**src/rtl/utf8d_pkg.sv**
```systemverilog
// ----------------------------------------------------------------------------
// utf8d_pkg
// Shared types and constants of the streaming utf-8 decoder.
// ----------------------------------------------------------------------------
`default_nettype none

package utf8d_pkg;

    localparam int BYTE_W      = 8;
    localparam int CP_W        = 21;
    localparam int CNT_W       = 3;
    localparam int HELD_W      = 2;
    localparam int MAX_PEND    = 3;
    localparam int CONT_BITS   = 6;

    localparam int QUEUE_DEPTH = 2;
    localparam int QPTR_W      = (QUEUE_DEPTH > 1) ? $clog2(QUEUE_DEPTH) : 1;
    localparam int QCNT_W      = $clog2(QUEUE_DEPTH + 1);

    // byte classes
    localparam logic [BYTE_W-1:0] CONT_MASK  = 8'hC0;
    localparam logic [BYTE_W-1:0] CONT_VAL   = 8'h80;
    localparam logic [BYTE_W-1:0] LEAD2_MASK = 8'hE0;
    localparam logic [BYTE_W-1:0] LEAD2_VAL  = 8'hC0;
    localparam logic [BYTE_W-1:0] LEAD2_BITS = 8'h1F;
    localparam logic [BYTE_W-1:0] LEAD3_MASK = 8'hF0;
    localparam logic [BYTE_W-1:0] LEAD3_VAL  = 8'hE0;
    localparam logic [BYTE_W-1:0] LEAD3_BITS = 8'h0F;
    localparam logic [BYTE_W-1:0] LEAD4_MASK = 8'hF8;
    localparam logic [BYTE_W-1:0] LEAD4_VAL  = 8'hF0;
    localparam logic [BYTE_W-1:0] LEAD4_BITS = 8'h07;

    // sequence lengths / byte counts
    localparam logic [CNT_W-1:0] LEN_NONE = 3'd0;
    localparam logic [CNT_W-1:0] CNT_ONE  = 3'd1;
    localparam logic [CNT_W-1:0] LEN2     = 3'd2;
    localparam logic [CNT_W-1:0] LEN3     = 3'd3;
    localparam logic [CNT_W-1:0] LEN4     = 3'd4;

    typedef logic [CP_W-1:0] cp_t;

    // everything one input beat has to emit
    typedef struct packed {
        logic [HELD_W-1:0]                   n_raw;
        logic [MAX_PEND-1:0][BYTE_W-1:0]     pend;
        logic                                has_final;
        cp_t                                 final_cp;
        logic [CNT_W-1:0]                    final_cnt;
        logic                                final_raw;
    } job_t;

    typedef struct packed {
        logic              full;
        logic              empty;
        logic [QCNT_W-1:0] level;
    } q_status_t;

endpackage

`default_nettype wire

```
**src/rtl/utf8d_front.sv**
```systemverilog
// ----------------------------------------------------------------------------
// utf8d_front
// Accepts bytes, tracks the open sequence and builds one job per beat.
// ----------------------------------------------------------------------------
`default_nettype none

module utf8d_front
(
    input  wire logic                         clk,
    input  wire logic                         rst_n,
    input  wire logic                         in_valid,
    input  wire logic [utf8d_pkg::BYTE_W-1:0] in_byte,
    input  wire logic                         in_eot,
    output logic                              in_ready,
    input  wire utf8d_pkg::q_status_t         q_status,
    output logic                              push,
    output utf8d_pkg::job_t                   job
);
    import utf8d_pkg::*;

    logic [CNT_W-1:0]                exp_reg, exp_next;
    logic [HELD_W-1:0]               held_reg, held_next;
    cp_t                             part_reg, part_next;
    logic [MAX_PEND-1:0][BYTE_W-1:0] pend_reg, pend_next;

    logic [CNT_W-1:0] st_len;
    cp_t              st_bits;
    logic             st_raw;
    logic             st_open;
    cp_t              cont_val;
    logic             do_start;
    logic             accept;

    assign in_ready = !q_status.full;
    assign accept   = in_valid && in_ready;
    assign push     = accept && ((job.n_raw != '0) || job.has_final);

    // lead byte classification
    always_comb
    begin
        st_len  = LEN_NONE;
        st_bits = '0;
        st_raw  = 1'b1;
        if (!in_byte[BYTE_W-1])
        begin
            st_raw = 1'b0;
        end
        else if ((in_byte & LEAD2_MASK) == LEAD2_VAL)
        begin
            st_len  = LEN2;
            st_bits = CP_W'(in_byte & LEAD2_BITS);
        end
        else if ((in_byte & LEAD3_MASK) == LEAD3_VAL)
        begin
            st_len  = LEN3;
            st_bits = CP_W'(in_byte & LEAD3_BITS);
        end
        else if ((in_byte & LEAD4_MASK) == LEAD4_VAL)
        begin
            st_len  = LEN4;
            st_bits = CP_W'(in_byte & LEAD4_BITS);
        end
    end

    assign st_open  = (st_len != LEN_NONE);
    assign cont_val = {part_reg[CP_W-CONT_BITS-1:0], in_byte[CONT_BITS-1:0]};

    always_comb
    begin
        exp_next      = exp_reg;
        held_next     = held_reg;
        part_next     = part_reg;
        pend_next     = pend_reg;
        do_start      = 1'b0;
        job.n_raw     = '0;
        job.pend      = pend_reg;
        job.has_final = 1'b0;
        job.final_cp  = CP_W'(in_byte);
        job.final_cnt = CNT_ONE;
        job.final_raw = st_raw;

        if (in_eot)
        begin
            job.n_raw = held_reg;
            exp_next  = LEN_NONE;
            held_next = '0;
            part_next = '0;
        end
        else if ((exp_reg == LEN_NONE) || (held_reg == '0))
        begin
            exp_next  = LEN_NONE;
            held_next = '0;
            part_next = '0;
            do_start  = 1'b1;
        end
        else if ((in_byte & CONT_MASK) == CONT_VAL)
        begin
            if ((({1'b0, held_reg} + CNT_ONE) >= exp_reg) || (held_reg == HELD_W'(MAX_PEND)))
            begin
                job.has_final = 1'b1;
                job.final_cp  = cont_val;
                job.final_cnt = exp_reg;
                job.final_raw = 1'b0;
                exp_next      = LEN_NONE;
                held_next     = '0;
                part_next     = '0;
            end
            else
            begin
                for (int i = 0; i < MAX_PEND; i++)
                begin
                    if (HELD_W'(i) == held_reg)
                        pend_next[i] = in_byte;
                end
                held_next = held_reg + 1'b1;
                part_next = cont_val;
            end
        end
        else
        begin
            // broken sequence: replay what is held, then treat the byte as new
            job.n_raw = held_reg;
            exp_next  = LEN_NONE;
            held_next = '0;
            part_next = '0;
            do_start  = 1'b1;
        end

        if (do_start)
        begin
            if (st_open)
            begin
                pend_next[0] = in_byte;
                held_next    = HELD_W'(1);
                exp_next     = st_len;
                part_next    = st_bits;
            end
            else
            begin
                job.has_final = 1'b1;
            end
        end
    end

    always_ff @(posedge clk or negedge rst_n)
    begin
        if (!rst_n)
        begin
            exp_reg  <= LEN_NONE;
            held_reg <= '0;
            part_reg <= '0;
        end
        else if (accept)
        begin
            exp_reg  <= exp_next;
            held_reg <= held_next;
            part_reg <= part_next;
        end
    end

    always_ff @(posedge clk)
    begin
        if (accept)
            pend_reg <= pend_next;
    end

endmodule

`default_nettype wire

```
**src/rtl/utf8d_queue.sv**
```systemverilog
// ----------------------------------------------------------------------------
// utf8d_queue
// Short job queue between the front and back parts.
// ----------------------------------------------------------------------------
`default_nettype none

module utf8d_queue
(
    input  wire logic                 clk,
    input  wire logic                 rst_n,
    input  wire logic                 push,
    input  wire utf8d_pkg::job_t      wr_job,
    input  wire logic                 pop,
    output utf8d_pkg::job_t           head,
    output utf8d_pkg::q_status_t      status
);
    import utf8d_pkg::*;

    job_t              mem_reg [QUEUE_DEPTH];
    logic [QPTR_W-1:0] wr_ptr_reg, wr_ptr_next;
    logic [QPTR_W-1:0] rd_ptr_reg, rd_ptr_next;
    logic [QCNT_W-1:0] level_reg, level_next;
    logic              do_push;
    logic              do_pop;

    assign status.full  = (level_reg == QCNT_W'(QUEUE_DEPTH));
    assign status.empty = (level_reg == '0);
    assign status.level = level_reg;
    assign head         = mem_reg[rd_ptr_reg];

    assign do_push = push && !status.full;
    assign do_pop  = pop && !status.empty;

    always_comb
    begin
        wr_ptr_next = wr_ptr_reg;
        rd_ptr_next = rd_ptr_reg;
        level_next  = level_reg;
        if (do_push)
            wr_ptr_next = (wr_ptr_reg == QPTR_W'(QUEUE_DEPTH - 1)) ? '0 : wr_ptr_reg + 1'b1;
        if (do_pop)
            rd_ptr_next = (rd_ptr_reg == QPTR_W'(QUEUE_DEPTH - 1)) ? '0 : rd_ptr_reg + 1'b1;
        if (do_push && !do_pop)
            level_next = level_reg + 1'b1;
        else if (do_pop && !do_push)
            level_next = level_reg - 1'b1;
    end

    always_ff @(posedge clk or negedge rst_n)
    begin
        if (!rst_n)
        begin
            wr_ptr_reg <= '0;
            rd_ptr_reg <= '0;
            level_reg  <= '0;
        end
        else
        begin
            wr_ptr_reg <= wr_ptr_next;
            rd_ptr_reg <= rd_ptr_next;
            level_reg  <= level_next;
        end
    end

    always_ff @(posedge clk)
    begin
        if (do_push)
            mem_reg[wr_ptr_reg] <= wr_job;
    end

endmodule

`default_nettype wire

```
**src/rtl/utf8d_back.sv**
```systemverilog
// ----------------------------------------------------------------------------
// utf8d_back
// Walks the head job and emits its results into the output register.
// ----------------------------------------------------------------------------
`default_nettype none

module utf8d_back
(
    input  wire logic                 clk,
    input  wire logic                 rst_n,
    input  wire utf8d_pkg::job_t      head,
    input  wire logic                 head_valid,
    output logic                      pop,
    output logic                      m_tvalid,
    input  wire logic                 m_tready,
    output logic [23:0]               m_tdata,   // code_point[20:0], byte_count[23:21]
    output logic                      m_tuser,   // raw_fallback
    output logic                      m_tlast    // last_of_run
);
    import utf8d_pkg::*;

    logic [HELD_W-1:0] idx_reg;
    logic              valid_reg;
    cp_t               cp_reg;
    logic [CNT_W-1:0]  cnt_reg;
    logic              raw_reg;
    logic              last_reg;

    logic [BYTE_W-1:0] sel_byte;
    logic              in_raw;
    logic              is_last;
    logic              load;
    cp_t               cur_cp;
    logic [CNT_W-1:0]  cur_cnt;
    logic              cur_raw;

    always_comb
    begin
        case (idx_reg)
            2'd0:    sel_byte = head.pend[0];
            2'd1:    sel_byte = head.pend[1];
            default: sel_byte = head.pend[2];
        endcase
    end

    assign in_raw  = (idx_reg < head.n_raw);
    assign is_last = head.has_final ? (idx_reg == head.n_raw)
                                    : (idx_reg == (head.n_raw - 1'b1));
    assign cur_cp  = in_raw ? CP_W'(sel_byte) : head.final_cp;
    assign cur_cnt = in_raw ? CNT_ONE : head.final_cnt;
    assign cur_raw = in_raw ? sel_byte[BYTE_W-1] : head.final_raw;

    assign load = head_valid && (!valid_reg || m_tready);
    assign pop  = load && is_last;

    always_ff @(posedge clk or negedge rst_n)
    begin
        if (!rst_n)
        begin
            idx_reg   <= '0;
            valid_reg <= 1'b0;
        end
        else
        begin
            if (load)
            begin
                valid_reg <= 1'b1;
                idx_reg   <= is_last ? '0 : idx_reg + 1'b1;
            end
            else if (m_tready)
            begin
                valid_reg <= 1'b0;
            end
        end
    end

    always_ff @(posedge clk)
    begin
        if (load)
        begin
            cp_reg   <= cur_cp;
            cnt_reg  <= cur_cnt;
            raw_reg  <= cur_raw;
            last_reg <= is_last;
        end
    end

    assign m_tvalid = valid_reg;
    assign m_tdata  = {cnt_reg, cp_reg};
    assign m_tuser  = raw_reg;
    assign m_tlast  = last_reg;

endmodule

`default_nettype wire

```
**src/rtl/utf8_stream_decoder.sv**
```systemverilog
// ----------------------------------------------------------------------------
// utf8_stream_decoder
// Streaming utf-8 decoder: bytes in, code points out.
// ----------------------------------------------------------------------------
// One byte is taken per cycle. Each byte yields zero or one code point, except
// a broken sequence or an end-of-text beat, which replays the held lead and
// continuation bytes one per cycle while m_tready is high (up to four results
// for one input beat). The output register emits one result per cycle while
// m_tready is high; a two-entry job queue between the byte classifier and the
// output sequencer absorbs these bursts, and the input stalls only once that
// queue is full. Each result passes from the queue memory to the output register.
// m_tlast marks the last result caused by an input beat.
`default_nettype none

module utf8_stream_decoder
(
    input  wire logic        clk,
    input  wire logic        rst_n,
    input  wire logic        s_tvalid,
    output logic             s_tready,
    input  wire logic [7:0]  s_tdata,   // in_byte[7:0]
    input  wire logic        s_tuser,   // end_of_text
    output logic             m_tvalid,
    input  wire logic        m_tready,
    output logic [23:0]      m_tdata,   // code_point[20:0], byte_count[23:21]
    output logic             m_tuser,   // raw_fallback
    output logic             m_tlast    // last_of_run
);
    import utf8d_pkg::*;

    job_t      wr_job;
    job_t      head;
    q_status_t q_status;
    logic      push;
    logic      pop;

    utf8d_front u_front
    (
        .clk      (clk),
        .rst_n    (rst_n),
        .in_valid (s_tvalid),
        .in_byte  (s_tdata),
        .in_eot   (s_tuser),
        .in_ready (s_tready),
        .q_status (q_status),
        .push     (push),
        .job      (wr_job)
    );

    utf8d_queue u_queue
    (
        .clk    (clk),
        .rst_n  (rst_n),
        .push   (push),
        .wr_job (wr_job),
        .pop    (pop),
        .head   (head),
        .status (q_status)
    );

    utf8d_back u_back
    (
        .clk        (clk),
        .rst_n      (rst_n),
        .head       (head),
        .head_valid (!q_status.empty),
        .pop        (pop),
        .m_tvalid   (m_tvalid),
        .m_tready   (m_tready),
        .m_tdata    (m_tdata),
        .m_tuser    (m_tuser),
        .m_tlast    (m_tlast)
    );

    // queue never overfills
    assert property (@(posedge clk) disable iff (!rst_n)
        q_status.level <= QCNT_W'(QUEUE_DEPTH))
        else $error("job queue level out of range");

    // the rest of a run follows with no gap
    assert property (@(posedge clk) disable iff (!rst_n)
        (m_tvalid && m_tready && !m_tlast) |=> m_tvalid)
        else $error("gap inside a run of results");

    // raw results always count one byte
    assert property (@(posedge clk) disable iff (!rst_n)
        (m_tvalid && m_tuser) |-> (m_tdata[23:21] == CNT_ONE))
        else $error("raw result with byte count other than one");

    assert property (@(posedge clk) disable iff (!rst_n)
        m_tvalid |-> (m_tdata[23:21] != LEN_NONE) && (m_tdata[23:21] <= LEN4))
        else $error("byte count out of range");

endmodule

`default_nettype wire
```
**config.mk**
```make
export PLATFORM = sky130hd
export DESIGN_NAME = utf8_stream_decoder
export DESIGN_NICKNAME = d
export VERILOG_FILES = /design/src/rtl/utf8d_pkg.sv /design/src/rtl/utf8d_front.sv /design/src/rtl/utf8d_queue.sv /design/src/rtl/utf8d_back.sv /design/src/rtl/utf8_stream_decoder.sv
export SDC_FILE = /design/constraint.sdc
export NUM_CORES = 1
export LEC_CHECK = 0
export BUFFER_PORTS_ARGS = -buffer_cell sky130_fd_sc_hd__clkbuf_2
export CORE_UTILIZATION = 26
export DETAILED_ROUTE_END_ITERATION = 12
export GPL_TIMING_DRIVEN = 0
export SETUP_SLACK_MARGIN = 0.15
export SLEW_MARGIN = 20
export SYNTH_ARGS = -nofsm -noshare
export SYNTH_HDL_FRONTEND = slang
export SYNTH_SLANG_ARGS = --single-unit
```
**constraint.sdc**
```tcl
create_clock -name clk -period 6 [get_ports clk]
set_input_delay 0 -clock clk [delete_from_list [all_inputs] [get_ports clk]]
set_output_delay 0 -clock clk [all_outputs]
set_load 0.01 [all_outputs]
```
* After elaboration in Yosys (flattened, before gate mapping)
Memories as Yosys holds them, arrays and structs flattened. Cells that the tools add are included.
Word-level totals: bits in registers 77, bits in writable memories 104, output and inout bits 28, word-level logic and storage cells 127, memories 1
Memories:
- u_queue.mem_reg | depth 2, width 52, read ports 1, clocked after memory_dff 0, write ports 1, RTL line utf8d_queue.sv:19 | job_t mem_reg [QUEUE_DEPTH];
Cells by class: add/sub/neg operators 8, $lt $le $gt $ge 2, equal/unequal tests 11, multiplexer cells 59, bitwise logic cells 3, reduce and logical (&&, ||, !) cells 27
Operator list (count):
- 15-bit two-way mux | 8
- 26-bit two-way mux | 4
- 8-bit two-way mux | 8
- 3-bit two-way mux | 11
- 2-bit two-way mux | 12
- 8-bit one-hot mux with 2 select lines | 1
- 1-bit two-way mux | 14
- 6-bit AND reduction | 2
- 1-bit logical AND | 8
- 2-bit by 1-bit adder with 2-bit output (second input constant) | 3
- 2-bit equality test (second input constant) | 3
- 2-bit logical NOT | 3
- 2-bit nonzero test | 3
- 5-bit equality test (second input constant) | 1
- 1-bit logical NOT | 5
- 2-bit equality test | 2
- 4-bit equality test (second input constant) | 1
- 1-bit logical OR | 4
- 4-bit two-way mux | 1
- 2-bit by 1-bit subtractor with 2-bit output (second input constant) | 2
- 2-bit by 1-bit adder with 3-bit output (second input constant) | 1
- 3-bit equality test (second input constant) | 1
- 3-bit greater-or-equal comparator | 1
- 3-bit logical NOT | 1
- 7 further kinds | 10

* Longest topological paths before layout
Gate-level depths: netlist (run 1).
depth in word-level cells 16, mapped depth 11

* By module
A second synthesis (run 1) with hierarchy kept.
Second synthesis, totals: cells, all modules 474, area, all modules 7727.4 um2
By module, submodules not included:
- utf8d_queue | instances 1, cells an instance 181, area an instance 4200.3 um2
- utf8d_front | instances 1, cells an instance 187, area an instance 2139.6 um2
- utf8d_back | instances 1, cells an instance 105, area an instance 1383.8 um2
- utf8_stream_decoder | instances 1, cells an instance 1, area an instance 3.8 um2

* Worst setup path after synthesis (run 1)
OpenSTA, ideal clock, no wires.
kind register to register, start point register u_front.held_reg[0], end point memory u_queue.mem_reg[0][0] (netlist name), enable pin, library setup time 0.468 ns, data arrival time 4.013 ns, slack 1.519 ns, stages on the path, launching flop included 9, path buffers 0, period minus slack after synthesis 4.481 ns, path through dfrtp_1 inv_1 ha_1 ha_1 nand2_1 o21ai_1 nand2b_4 a21oi_4 nor2b_1
On the way: longest elaborated chain between the ends 14, elaborated cells on any way between the ends 23, classes of those cells add/sub (1); order compare (1); eq/ne (1); mux (13); reduce/logical (7)
Ends and longest elaborated chain:
- start, declared | RTL line utf8d_front.sv:22 | logic [HELD_W-1:0] held_reg, held_next;
- start signal, assigned | RTL line utf8d_front.sv:156 | held_reg <= held_next;
- 2-bit by 1-bit adder with 3-bit output | RTL line utf8d_front.sv:98 | if ((({1'b0, held_reg} + CNT_ONE) >= exp_reg) || (held_reg == HELD_W'(MAX_PEND)))
- 3-bit greater-or-equal comparator | RTL line utf8d_front.sv:98
- 1-bit logical OR | RTL line utf8d_front.sv:98
- 26-bit two-way mux | RTL line utf8d_front.sv:98
- 26-bit two-way mux | RTL line utf8d_front.sv:96 | else if ((in_byte & CONT_MASK) == CONT_VAL)
- 26-bit two-way mux | RTL line utf8d_front.sv:89 | else if ((exp_reg == LEN_NONE) || (held_reg == '0))
- 26-bit two-way mux | RTL line utf8d_front.sv:82 | if (in_eot)
- 1-bit two-way mux | RTL line utf8d_front.sv:131 | if (st_open)
- 1-bit two-way mux | RTL line utf8d_front.sv:129 | if (do_start)
- 1-bit logical OR * | RTL line utf8d_front.sv:36 | assign push = accept && ((job.n_raw != '0) || job.has_final);
- 1-bit logical AND * | RTL line utf8d_front.sv:36
- 1-bit logical AND * | RTL line utf8d_queue.sv:31 | assign do_push = push && !status.full;
- via u_queue.do_push | RTL line utf8d_queue.sv:23 | logic do_push;
- 1-bit two-way mux * | RTL line utf8d_queue.sv:67 | if (do_push)
- 1-bit two-way mux (not written as such) * | RTL line utf8d_queue.sv:68 | mem_reg[wr_ptr_reg] <= wr_job;
- end, declared | RTL line utf8d_queue.sv:19
Mark *: on every way through the listed nets, which the timed path passes. The rest lies on a longest branch.

* Worst setup path in the final report (run 1)
start point register u_queue.rd_ptr_reg, end point register u_back.cp_reg[6] (data pin)
On the way: longest elaborated chain between the ends 3, elaborated cells on any way between the ends 4, classes of those cells order compare (1); mux (2); memory (1)
Ends and longest elaborated chain:
- start, declared | RTL line utf8d_queue.sv:21 | logic [QPTR_W-1:0] rd_ptr_reg, rd_ptr_next;
- start signal, assigned | RTL line utf8d_queue.sv:60 | rd_ptr_reg <= rd_ptr_next;
- memory 2 x 52 bit *
- 2-bit less-than comparator / 8-bit one-hot mux with 2 select lines (equally long branches) | RTL line utf8d_back.sv:46, utf8d_back.sv:39
- 8-bit two-way mux * | RTL line utf8d_back.sv:49 | assign cur_cp = in_raw ? CP_W'(sel_byte) : head.final_cp;
- via u_back.cur_cp[6] | RTL line utf8d_back.sv:33 | cp_t cur_cp;
- end signal, assigned | RTL line utf8d_back.sv:81 | cp_reg <= cur_cp;
- end, declared | RTL line utf8d_back.sv:24 | cp_t cp_reg;
Marks and branches as above. A chain may end at the register's enable or synchronous reset.

==> reports/summary.json, run 1 <==
{
  "synth_enable_flop_cells": {"value": 154},
  "drcViolationCount": {"value": 0},
  "row_count": {"value": 60},
  "detailedPlace.worstSlack": {"value": 2.37, "unit": "ns"},
  "post_synth_instance_area": {"value": 7170, "unit": "sq um"},
  "setup_viol": {"value": 0},
  "die_x": {"value": 168, "unit": "um"},
  "gp_routability_congestion": {"value": 0.778},
  "maxClockFrequency": {"value": 0.277, "unit": "GHz"},
  "critPathSlowestCell": {"value": "sky130_fd_sc_hd__clkbuf_1"},
  "run_status": {"value": "complete, no violations"},
  "fp.dieH": {"value": 168, "unit": "um"},
  "reg2reg_setup_slack": {"value": 2.39, "unit": "ns"},
  "worst_slew_pin_slew": {"value": 1.02, "unit": "ns"},
  "clkSinkCount": {"value": 181},
  "largest_reg_flops": {"value": 104},
  "hold_violations": {"value": 0},
  "clkPwrFrac": {"value": 26.2, "unit": "%"},
  "totalWireLength": {"value": 14900, "unit": "um"},
  "p_int": {"value": 2.77, "unit": "mW"},
  "core-area": {"value": 27000, "unit": "sq um"},
  "hp-class": {"value": "input pin to flip-flop"},
  "first_iter_violations": {"value": 277},
  "area_growth_syn_to_layout": {"value": 19.4, "unit": "%"},
  "floorplan.initialDensity": {"value": 26.5, "unit": "%"},
  "synth.net_count": {"value": 511},
  "clockRootBuffer": {"value": "sky130_fd_sc_hd__clkbuf_16"},
  "cap_violations": {"value": 0},
  "max-clock-path-buffers": {"value": 2},
  "post_synth_inst_count": {"value": 486},
  "cellPowerDensity": {"value": 484, "unit": "nW/um^2"},
  "io-pin-count": {"value": 41},
  "synth.yosys.seq_area_share": {"value": 73.9, "unit": "%"},
  "portBuffers": {"value": 40},
  "yosysWarnings": {"value": 0},
  "met3_usage": {"value": 2.19, "unit": "%"},
  "tritoncts_clock_tree": {"value": "done"},
  "synth.ff_latch_count": {"value": 181},
  "timing.critical_path.buf_inv": {"value": 4},
  "global_route.usage.met2": {"value": 18.4, "unit": "%"},
  "cts_setup_buffers": {"value": 0},
  "post-route-worst-setup-slack": {"value": 2.39, "unit": "ns"},
  "die_outline_area": {"value": 28200, "unit": "sq um"},
  "asyncSetResetFlopFracSynth": {"value": 14.9, "unit": "%"},
  "grt_remaining_overflow": {"value": 0},
  "crit_chain": {"value": "buf_6, clkbuf_1, mux2i_1, ha_1, a21o_1, clkbuf_1, buf_1, a21oi_1, o21ai_0"},
  "layout_commonest_cell": {"value": "sky130_fd_sc_hd__edfxtp_1"},
  "power.leakage": {"value": 3.19, "unit": "nW"},
  "fin_crit_period": {"value": 3.61, "unit": "ns"},
  "grt_pass1_vias": {"value": 4099},
  "switching_power": {"value": 1.37, "unit": "mW"},
  "ctsHoldBuffers": {"value": 10},
  "grt_antenna_before_repair": {"value": 0},
  "post_route_cells_drive_above_1_share": {"value": 16.6, "unit": "%"},
  "pin_count_of_the_biggest_net_entering_global_routing": {"value": 42},
  "mostFrequentLayoutCells": {"value": "sky130_fd_sc_hd__edfxtp_1, sky130_fd_sc_hd__nand2_1, sky130_fd_sc_hd__clkbuf_2, sky130_fd_sc_hd__nor2_1, sky130_fd_sc_hd__dfrtp_1"},
  "finish.net_count": {"value": 583},
  "cpMostUsedCell": {"value": "sky130_fd_sc_hd__clkbuf_1"},
  "cts_buffers": {"value": 17},
  "drt-pass1-iter-count": {"value": 5},
  "post_synth.cell_area_avg": {"value": 14.7, "unit": "sq um"},
  "global_route_track_usage_on_met1": {"value": 14.2, "unit": "%"},
  "critical_path.endpoint_type": {"value": "flip-flop"},
  "final_worst_clock_skew": {"value": 0.00835, "unit": "ns"},
  "critical_path.max_stage_delay": {"value": 0.66, "unit": "ns"},
  "route.detailed.vias_per_inst": {"value": 4.49},
  "final_design_utilization": {"value": 31.7, "unit": "%"},
  "globalRouteTotalUtil": {"value": 11.2, "unit": "%"},
  "worstSetupPathType": {"value": "flip-flop to flip-flop"},
  "postSynth.topFlopCell": {"value": "sky130_fd_sc_hd__edfxtp_1"},
  "crit_required": {"value": 6.22, "unit": "ns"},
  "layout_worst_path_cycle_share": {"value": 60.1, "unit": "%"},
  "path_delay_family": {"value": "buffers and inverters"},
  "ys_types": {"value": 49},
  "worst_skew_pair.late_latency": {"value": 0.43, "unit": "ns"},
  "remaining_antenna_violation_count_after_routing": {"value": 0},
  "power.switching_fraction": {"value": 33.0, "unit": "%"},
  "cp-start-kind": {"value": "flip-flop"},
  "grt_most_used_layer": {"value": "met2"},
  "detailed_place_hpwl": {"value": 9790, "unit": "um"},
  "htree_num_levels": {"value": 4},
  "wl_per_cell": {"value": 16.4, "unit": "um"},
  "final-max-slew-violation-count": {"value": 0},
  "share_seq_of_total_power": {"value": 43.8, "unit": "%"},
  "detailroute.via_count": {"value": 4099},
  "slew-limit-headroom": {"value": 32.2, "unit": "%"},
  "critical_path.max_fanout": {"value": 10},
  "grt_setup_unrepaired": {"value": "false"},
  "combPwrFrac": {"value": 30.0, "unit": "%"},
  "worstPathArrival": {"value": 3.83, "unit": "ns"},
  "grt_pass1_wl": {"value": 23200, "unit": "um"},
  "cts_resized": {"value": 0},
  "worst_ir_drop_vdd": {"value": 0.185, "unit": "mV"},
  "clock_transition_at_path_regs": {"value": 0.07, "unit": "ns"}
}
[cell type report]
class / instances / area [sq um]
fillers: 2666 / 18500
clock inverters: 11 / 128
plain buffers: 22 / 110
diodes: 1 / 2.50
well taps: 341 / 427
multi-input cells: 272 / 1730
flip-flops and latches: 181 / 5300
inverters: 11 / 41.3
clock buffers: 21 / 450
repair buffers: 53 / 375
[cells in the mapped netlist (7+ instances only)]
cell type / instances / area share (%)
sky130_fd_sc_hd__a21oi_1: 22 / 1.5
sky130_fd_sc_hd__a22oi_1: 15 / 1.6
sky130_fd_sc_hd__and2_1: 15 / 1.3
sky130_fd_sc_hd__clkbuf_1: 13 / 0.68
sky130_fd_sc_hd__dfrtp_1: 27 / 9.4
sky130_fd_sc_hd__edfxtp_1: 154 / 65
sky130_fd_sc_hd__ha_1: 12 / 2.1
sky130_fd_sc_hd__inv_1: 11 / 0.58
sky130_fd_sc_hd__mux2i_1: 19 / 2.7
sky130_fd_sc_hd__nand2_1: 62 / 3.2
sky130_fd_sc_hd__nand3_1: 23 / 1.6
sky130_fd_sc_hd__nor2_1: 27 / 1.4
sky130_fd_sc_hd__o211ai_1: 7 / 0.73
sky130_fd_sc_hd__o21ai_0: 16 / 1.1
sky130_fd_sc_hd__o21ai_1: 8 / 0.56
[metrics by stage]
stage | total power [mW] | cells | setup TNS, ns | hold WS, ns | instance area, sq um
after CTS | 4.19 | 912 | 0 | 0.0422 | 8560
after global routing | 4.36 | 912 | 0 | 0.0682 | 8560
after floorplan | 2.61 | 486 | 0 | -0.296 | 7170
after global placement | 3.06 | 867 | -6.00 | 0.0861 | 7790
after detailed placement | 3.10 | 870 | 0 | 0.103 | 7880
final | 4.14 | 913 | 0 | 0.0562 | 8560
[worst min-delay path: stages]
cell and delay (ns):
sky130_fd_sc_hd__clkbuf_2 0.16, sky130_fd_sc_hd__a21oi_1 0.07, sky130_fd_sc_hd__nor2_1 0.12
[power groups by stage]
stage          logic, mW  clock network [mW]  registers (mW)
6_report            1.24                1.08            1.81
5_1_grt             1.37                1.15            1.84
4_1_cts             1.27                1.11            1.82
3_5_place_dp        1.25                   0            1.84
3_3_place_gp        1.20                   0            1.86
2_1_floorplan      0.738                   0            1.88
[final timing paths]
path	cells after the start	end	startpoint
hold / removal	3	u_queue.mem_reg[1][51]$_DFFE_PP_	s_tuser
setup / recovery	9	u_back.cp_reg[6]$_DFFE_PP_	u_queue.rd_ptr_reg$_DFFE_PN0P_
hold reg to reg	0	u_queue.mem_reg[0][49]$_DFFE_PP_	u_front.job[49]$_DFFE_PP_
max in group asynchronous	2	u_front.part_reg[7]$_DFFE_PN0P_	rst_n
min in group asynchronous	2	u_queue.level_reg[0]$_DFFE_PN0P_	rst_n
setup reg to reg	9	u_back.cp_reg[6]$_DFFE_PP_	u_queue.rd_ptr_reg$_DFFE_PN0P_
[routing by layer]
layer	up-vias	share of wire, %	routed length (um)
li1	1937	-	-
met1	2036	46	6810
met2	103	48	7240
met3	23	3.8	571
met4	0	2.1	317
met5	-	0	0
[kinds of logic after synthesis]
group	count (synthesis)	share of synthesized area (%)
DFF	181	73.9
AOI/OAI and AO/OA	82	7.45
adders and majority gates	12	2.09
and+or+nand+nor	149	9.93
buffers and inverters	33	2.11
xor gates and xnor gates	7	1.34
muxes	22	3.12
Note: power is estimated with default switching activity, not from simulation.
==> inputs of run 2 (changes only) <==
clock period = 3.03 ns   (was 6 ns; I/O delays follow)
==> reports/summary.json, run 2 (synthesized netlist as in run 1, its figures left out) <==
{
  "crit_required": {"value": 3.15, "unit": "ns"},
  "clock_transition_at_path_regs": {"value": 0.06, "unit": "ns"},
  "final-max-slew-violation-count": {"value": 0},
  "layout_worst_path_cycle_share": {"value": 91.2, "unit": "%"},
  "critPathSlowestCell": {"value": "sky130_fd_sc_hd__or4_4"},
  "power.switching_fraction": {"value": 32.0, "unit": "%"},
  "maxClockFrequency": {"value": 0.362, "unit": "GHz"},
  "first_iter_violations": {"value": 317},
  "p_int": {"value": 5.66, "unit": "mW"},
  "fp.dieH": {"value": 168, "unit": "um"},
  "grt_pass1_vias": {"value": 4226},
  "grt_pass1_wl": {"value": 23300, "unit": "um"},
  "area_growth_syn_to_layout": {"value": 20.0, "unit": "%"},
  "fillerInstances": {"value": 2688},
  "grt_antenna_before_repair": {"value": 0},
  "worst_skew_pair.late_latency": {"value": 0.43, "unit": "ns"},
  "clockRootBuffer": {"value": "sky130_fd_sc_hd__clkbuf_16"},
  "tns": {"value": 0, "unit": "ns"},
  "totalWireLength": {"value": 15000, "unit": "um"},
  "finish.net_count": {"value": 584},
  "worstPathArrival": {"value": 2.89, "unit": "ns"},
  "clkPwrFrac": {"value": 27.1, "unit": "%"},
  "layout_commonest_cell": {"value": "sky130_fd_sc_hd__edfxtp_1"},
  "final-instance-count-excl-fill": {"value": 913},
  "cap_violations": {"value": 0},
  "gp_routability_congestion": {"value": 0.781},
  "fin_crit_period": {"value": 2.76, "unit": "ns"},
  "run_status": {"value": "complete, no violations"},
  "setup_viol": {"value": 0},
  "io-pin-count": {"value": 41},
  "tritoncts_clock_tree": {"value": "done"},
  "switching_power": {"value": 2.67, "unit": "mW"},
  "post_route_cells_drive_above_1_share": {"value": 18.2, "unit": "%"},
  "post-place-cells": {"value": 869},
  "critical_path.max_fanout": {"value": 24},
  "hold_violations": {"value": 0},
  "final_worst_clock_skew": {"value": 0.00672, "unit": "ns"},
  "mostFrequentLayoutCells": {"value": "sky130_fd_sc_hd__edfxtp_1, sky130_fd_sc_hd__nand2_1, sky130_fd_sc_hd__clkbuf_2, sky130_fd_sc_hd__dfrtp_1, sky130_fd_sc_hd__nor2_1"},
  "worst_ir_drop_vdd": {"value": 0.414, "unit": "mV"},
  "wl_per_cell": {"value": 16.4, "unit": "um"},
  "die_outline_area": {"value": 28200, "unit": "sq um"},
  "cts_buffers": {"value": 17},
  "largest_reg_flops": {"value": 104},
  "worstSetupPathType": {"value": "flip-flop to flip-flop"},
  "share_seq_of_total_power": {"value": 43.2, "unit": "%"},
  "detailroute.via_count": {"value": 4110},
  "grt_setup_unrepaired": {"value": "true"},
  "power.leakage": {"value": 3.23, "unit": "nW"},
  "cellPowerDensity": {"value": 968, "unit": "nW/um^2"},
  "slew-limit-headroom": {"value": 29.2, "unit": "%"},
  "clkSinkCount": {"value": 181},
  "worst_slew_pin_slew": {"value": 1.06, "unit": "ns"},
  "floorplan.initialDensity": {"value": 26.5, "unit": "%"},
  "critical_path.endpoint_type": {"value": "flip-flop"},
  "post-route-worst-setup-slack": {"value": 0.266, "unit": "ns"},
  "combPwrFrac": {"value": 29.7, "unit": "%"},
  "drcViolationCount": {"value": 0},
  "portBuffers": {"value": 40},
  "detailed_place_hpwl": {"value": 9610, "unit": "um"},
  "grt_remaining_overflow": {"value": 0},
  "globalRouteTotalUtil": {"value": 11.1, "unit": "%"},
  "crit_chain": {"value": "inv_1, ha_1, or4_4, nand2b_4, a21oi_4, nor2b_4, buf_16, buf_12"},
  "cp-start-kind": {"value": "flip-flop"},
  "antenna_cells_inserted": {"value": 0},
  "max-clock-path-buffers": {"value": 2},
  "detailedPlace.worstSlack": {"value": -0.627, "unit": "ns"},
  "drt-pass1-iter-count": {"value": 4},
  "die_x": {"value": 168, "unit": "um"},
  "remaining_antenna_violation_count_after_routing": {"value": 0},
  "htree_num_levels": {"value": 4},
  "pin_count_of_the_biggest_net_entering_global_routing": {"value": 53},
  "critical_path.max_stage_delay": {"value": 0.58, "unit": "ns"},
  "core-area": {"value": 27000, "unit": "sq um"},
  "final_design_utilization": {"value": 31.8, "unit": "%"},
  "hp-class": {"value": "input pin to flip-flop"},
  "route.detailed.vias_per_inst": {"value": 4.50},
  "row_count": {"value": 60}
}
## run 2: changes by cell type in the layout (fill, tap and decap cells not counted), sizes merged
| cell | previous run | this run |
|---|---|---|
| bufinv | 2 | 4 |
| clkinvlp | 3 | 1 |
| and2 | 15 | 16 |
| clkinv | 5 | 6 |
| diode | 1 | 0 |
| inv | 12 | 11 |
## run 2: final timing paths
check                                           startpoint                          endpoint  slack [ns]  depth (start not counted)
max reg2reg                u_front.held_reg[0]$_DFFE_PN0P_   u_queue.mem_reg[0][4]$_DFFE_PP_        0.27                          8
min                                                s_tuser  u_queue.mem_reg[0][25]$_DFFE_PP_        0.06                          2
max                        u_front.held_reg[0]$_DFFE_PN0P_   u_queue.mem_reg[0][4]$_DFFE_PP_        0.27                          8
min reg2reg                      u_front.job[41]$_DFFE_PP_  u_queue.mem_reg[0][41]$_DFFE_PP_        0.44                          0
min in group asynchronous                            rst_n  u_queue.level_reg[1]$_DFFE_PN0P_        0.18                          2
max in group asynchronous                            rst_n  u_front.part_reg[11]$_DFFE_PN0P_        2.38                          2
## run 2: power by group through the flow
stage               registers, mW  logic, mW  clock network, mW
floorplan                    3.70       1.47                  0
global placement             3.66       2.39                  0
detailed placement           3.65       2.47                  0
CTS                          3.60       2.50               2.31
global route                 3.65       2.75               2.40
finish                       3.60       2.47               2.26
## run 2: critical path, delay by kind of cell (launching register included)
kind                     cells  cell delay, ns
adder cells (fa/ha/maj)      1            0.26
flip-flops                   1            0.42
AO/OA/AOI/OAI                1            0.22
buffers and inverters        3            0.52
AND/OR/NAND/NOR              3            1.02
## run 2: timing repair
| action | 4_1_cts | 5_1_grt |
|---|---|---|
| hold buffers | 10 | 0 |
| gates cloned | 0 | 1 |
| buffers inserted | 1 | 0 |
| gates resized for setup | 5 | 12 |
| pin swaps | 0 | 0 |
| endpoints found under the setup margin | 49 | 81 |
| endpoints found under the hold margin | 66 | 0 |
## run 2: per-stage QoR
stage,instance area (sq um),power (mW),hold WS [ns]
after global routing,8600,8.79,0.0616
after floorplan,7180,5.18,-0.296
after global placement,7810,6.05,0.0936
after detailed placement,7860,6.12,0.0990
after CTS,8580,8.41,0.0315
final,8600,8.33,0.0599
## run 2: layer usage
metal | wire (um) | track usage [%] | share of wire [%]
met5 | 0 | 0 | 0
met4 | 343 | 5.50 | 2.3
met3 | 706 | 2.28 | 4.7
met2 | 7330 | 18.5 | 49
met1 | 6600 | 13.8 | 44
## run 2: layout make-up
class	count	area (sq um)	area share [%]
inverter	11	41.3	0.480
buffer	22	121	1.41
clock buffer	21	450	5.24
clock inverter	11	158	1.83
timing repair buffer	53	355	4.13
multi-input combinational	273	1750	20.3
sequential	181	5300	61.6
tap	341	427	4.96
==> inputs of run 3 (changes only) <==
BUFFER_PORTS_ARGS = default   (was -buffer_cell sky130_fd_sc_hd__clkbuf_2)
DONT_BUFFER_PORTS = 1   (was default)
==> reports/summary.json, run 3 (synthesized netlist as in run 1, its figures left out) <==
{
  "globalRouteTotalUtil": {"value": 11.3, "unit": "%"},
  "gp_routability_congestion": {"value": 0.787},
  "slew-limit-headroom": {"value": 29.6, "unit": "%"},
  "grt_antenna_before_repair": {"value": 0},
  "floorplan.initialDensity": {"value": 26.5, "unit": "%"},
  "worst_ir_drop_vdd": {"value": 0.407, "unit": "mV"},
  "io-pin-count": {"value": 41},
  "grt_pass1_vias": {"value": 4046},
  "critical_path_cell_count": {"value": 8},
  "grt_pass1_wl": {"value": 23400, "unit": "um"},
  "finish.net_count": {"value": 548},
  "maxClockFrequency": {"value": 0.362, "unit": "GHz"},
  "critical_path.max_fanout": {"value": 25},
  "hp-class": {"value": "input pin to flip-flop"},
  "layout_worst_path_cycle_share": {"value": 91.2, "unit": "%"},
  "post_dp_cell_area": {"value": 7660, "unit": "sq um"},
  "first_iter_violations": {"value": 331},
  "final-max-slew-violation-count": {"value": 0},
  "detailroute.via_count": {"value": 3961},
  "crit_required": {"value": 3.16, "unit": "ns"},
  "finish.instance_area": {"value": 8370, "unit": "sq um"},
  "totalWireLength": {"value": 15500, "unit": "um"},
  "min_delay_worst_endpoint": {"value": "u_queue.mem_reg[1][1]$_DFFE_PP_"},
  "setup_viol": {"value": 0},
  "path_delay_family": {"value": "simple AND/OR/NAND/NOR gates"},
  "htree_num_levels": {"value": 4},
  "detailedPlace.worstSlack": {"value": -0.578, "unit": "ns"},
  "drcViolationCount": {"value": 0},
  "max-clock-path-buffers": {"value": 2},
  "clock_transition_at_path_regs": {"value": 0.07, "unit": "ns"},
  "hold_start": {"value": "s_tuser"},
  "fin_crit_period": {"value": 2.76, "unit": "ns"},
  "tns": {"value": 0, "unit": "ns"},
  "cap_violations": {"value": 0},
  "cp-start-kind": {"value": "flip-flop"},
  "grt_remaining_overflow": {"value": 0},
  "cellPowerDensity": {"value": 946, "unit": "nW/um^2"},
  "antenna_cells_inserted": {"value": 0},
  "critical_path.max_stage_delay": {"value": 0.58, "unit": "ns"},
  "detailed_place_hpwl": {"value": 9660, "unit": "um"},
  "die_outline_area": {"value": 28200, "unit": "sq um"},
  "drt-pass1-iter-count": {"value": 6},
  "remaining_antenna_violation_count_after_routing": {"value": 0},
  "critPathSlowestCell": {"value": "sky130_fd_sc_hd__or4_4"},
  "crit-reg2reg-capture": {"value": "u_queue.mem_reg[0][4]$_DFFE_PP_"},
  "fillerInstances": {"value": 2676},
  "power.leakage": {"value": 3.05, "unit": "nW"},
  "run_status": {"value": "complete, no violations"},
  "wl_per_cell": {"value": 17.6, "unit": "um"},
  "worst_slew_pin_slew": {"value": 1.06, "unit": "ns"},
  "final_worst_clock_skew": {"value": 0.00985, "unit": "ns"},
  "portBuffers": {"value": 0},
  "fp.dieH": {"value": 168, "unit": "um"},
  "hold_path_depth": {"value": 3},
  "area_growth_syn_to_layout": {"value": 16.8, "unit": "%"},
  "mostFrequentLayoutCells": {"value": "sky130_fd_sc_hd__edfxtp_1, sky130_fd_sc_hd__nand2_1, sky130_fd_sc_hd__dfrtp_1, sky130_fd_sc_hd__nor2_1, sky130_fd_sc_hd__nand3_1"},
  "holdWs": {"value": 0.0485, "unit": "ns"},
  "post_route_cells_drive_above_1_share": {"value": 12.9, "unit": "%"},
  "cts_buffers": {"value": 17},
  "totalPowerFinal": {"value": 7.92, "unit": "mW"},
  "hold_violations": {"value": 0},
  "tritoncts_clock_tree": {"value": "done"},
  "logic_depth_of_the_worst_register_to_register_path": {"value": 8},
  "row_count": {"value": 60},
  "largest_reg_flops": {"value": 104},
  "crit_chain": {"value": "inv_1, ha_1, or4_4, nand2b_4, a21oi_4, nor2b_4, buf_16, buf_12"},
  "reg2reg_setup_slack": {"value": 0.27, "unit": "ns"},
  "route.detailed.vias_per_inst": {"value": 4.52},
  "grt_setup_unrepaired": {"value": "true"},
  "worst_skew_pair.late_latency": {"value": 0.43, "unit": "ns"},
  "worstPathArrival": {"value": 2.89, "unit": "ns"},
  "pin_count_of_the_biggest_net_entering_global_routing": {"value": 53},
  "clockRootBuffer": {"value": "sky130_fd_sc_hd__clkbuf_16"},
  "core-area": {"value": 27000, "unit": "sq um"},
  "clkSinkCount": {"value": 181},
  "critical_path.endpoint_type": {"value": "flip-flop"},
  "r2r-start": {"value": "u_front.held_reg[0]$_DFFE_PN0P_"},
  "post-route-worst-setup-slack": {"value": 0.265, "unit": "ns"},
  "worstSetupPathType": {"value": "flip-flop to flip-flop"},
  "layout_commonest_cell": {"value": "sky130_fd_sc_hd__edfxtp_1"},
  "die_x": {"value": 168, "unit": "um"},
  "timing.critical_path.buf_inv": {"value": 3}
}
run 3: how the worst max path moves through the flow:
stage | startpoint | to | slack [ns]
floorplan | u_front.held_reg[0]$_DFFE_PN0P_ | u_queue.mem_reg[0][0]$_DFFE_PP_ | 0.15
global placement | u_queue.rd_ptr_reg$_DFFE_PN0P_ | u_back.cp_reg[6]$_DFFE_PP_ | -0.67
detailed placement | u_queue.rd_ptr_reg$_DFFE_PN0P_ | u_back.cp_reg[6]$_DFFE_PP_ | -0.58
CTS | u_front.held_reg[0]$_DFFE_PN0P_ | u_queue.mem_reg[1][42]$_DFFE_PP_ | 0.17
global route | u_front.held_reg[0]$_DFFE_PN0P_ | u_queue.mem_reg[0][42]$_DFFE_PP_ | 0.09
finish | u_front.held_reg[0]$_DFFE_PN0P_ | u_queue.mem_reg[0][4]$_DFFE_PP_ | 0.27
run 3: metal layers:
| layer | vias to the layer above | share of wire, % | track usage, % |
|---|---|---|---|
| li1 | 1864 | - | - |
| met1 | 1967 | 44 | 14.1 |
| met2 | 116 | 48 | 18.6 |
| met3 | 14 | 6.0 | 3.13 |
| met4 | 0 | 1.3 | 4.51 |
| met5 | - | 0 | 0 |
run 3: cell type report:
class | instances | area [sq um] | share of cell area (%)
flip-flops and latches | 181 | 5300 | 63.3
multi-input cells | 273 | 1750 | 20.9
clock buffers | 18 | 439 | 5.25
well taps | 341 | 427 | 5.10
repair buffers | 17 | 205 | 2.45
plain buffers | 22 | 121 | 1.45
clock inverters | 14 | 86.3 | 1.03
inverters | 11 | 41.3 | 0.493
run 3: worst min-delay path, cell delays in order:
cell	delay, ns
sky130_fd_sc_hd__or4_4	0.13
sky130_fd_sc_hd__nor2b_2	0.08
sky130_fd_sc_hd__nand2b_1	0.13
run 3: through the flow:
stage          instances  utilization, %
6_report             877            31.0
4_1_cts              876            30.9
3_5_place_dp         829            28.3
2_1_floorplan        486               -
3_3_place_gp         827            28.1
5_1_grt              877            31.0
run 3: power breakdown:
part | internal (mW) | leakage (nW) | switching [mW]
combinational | 0.749 | 0.999 | 1.46
clock | 1.06 | 0.257 | 0.918
sequential | 3.41 | 1.79 | 0.317
total | 5.22 | 3.05 | 2.70
run 3: repair_timing:
action,in CTS,in global routing
resized for setup,6,10
hold endpoints to repair,84,0
hold buffers,14,0
setup endpoints to repair,50,69
buffers inserted,1,0
cloned,0,1
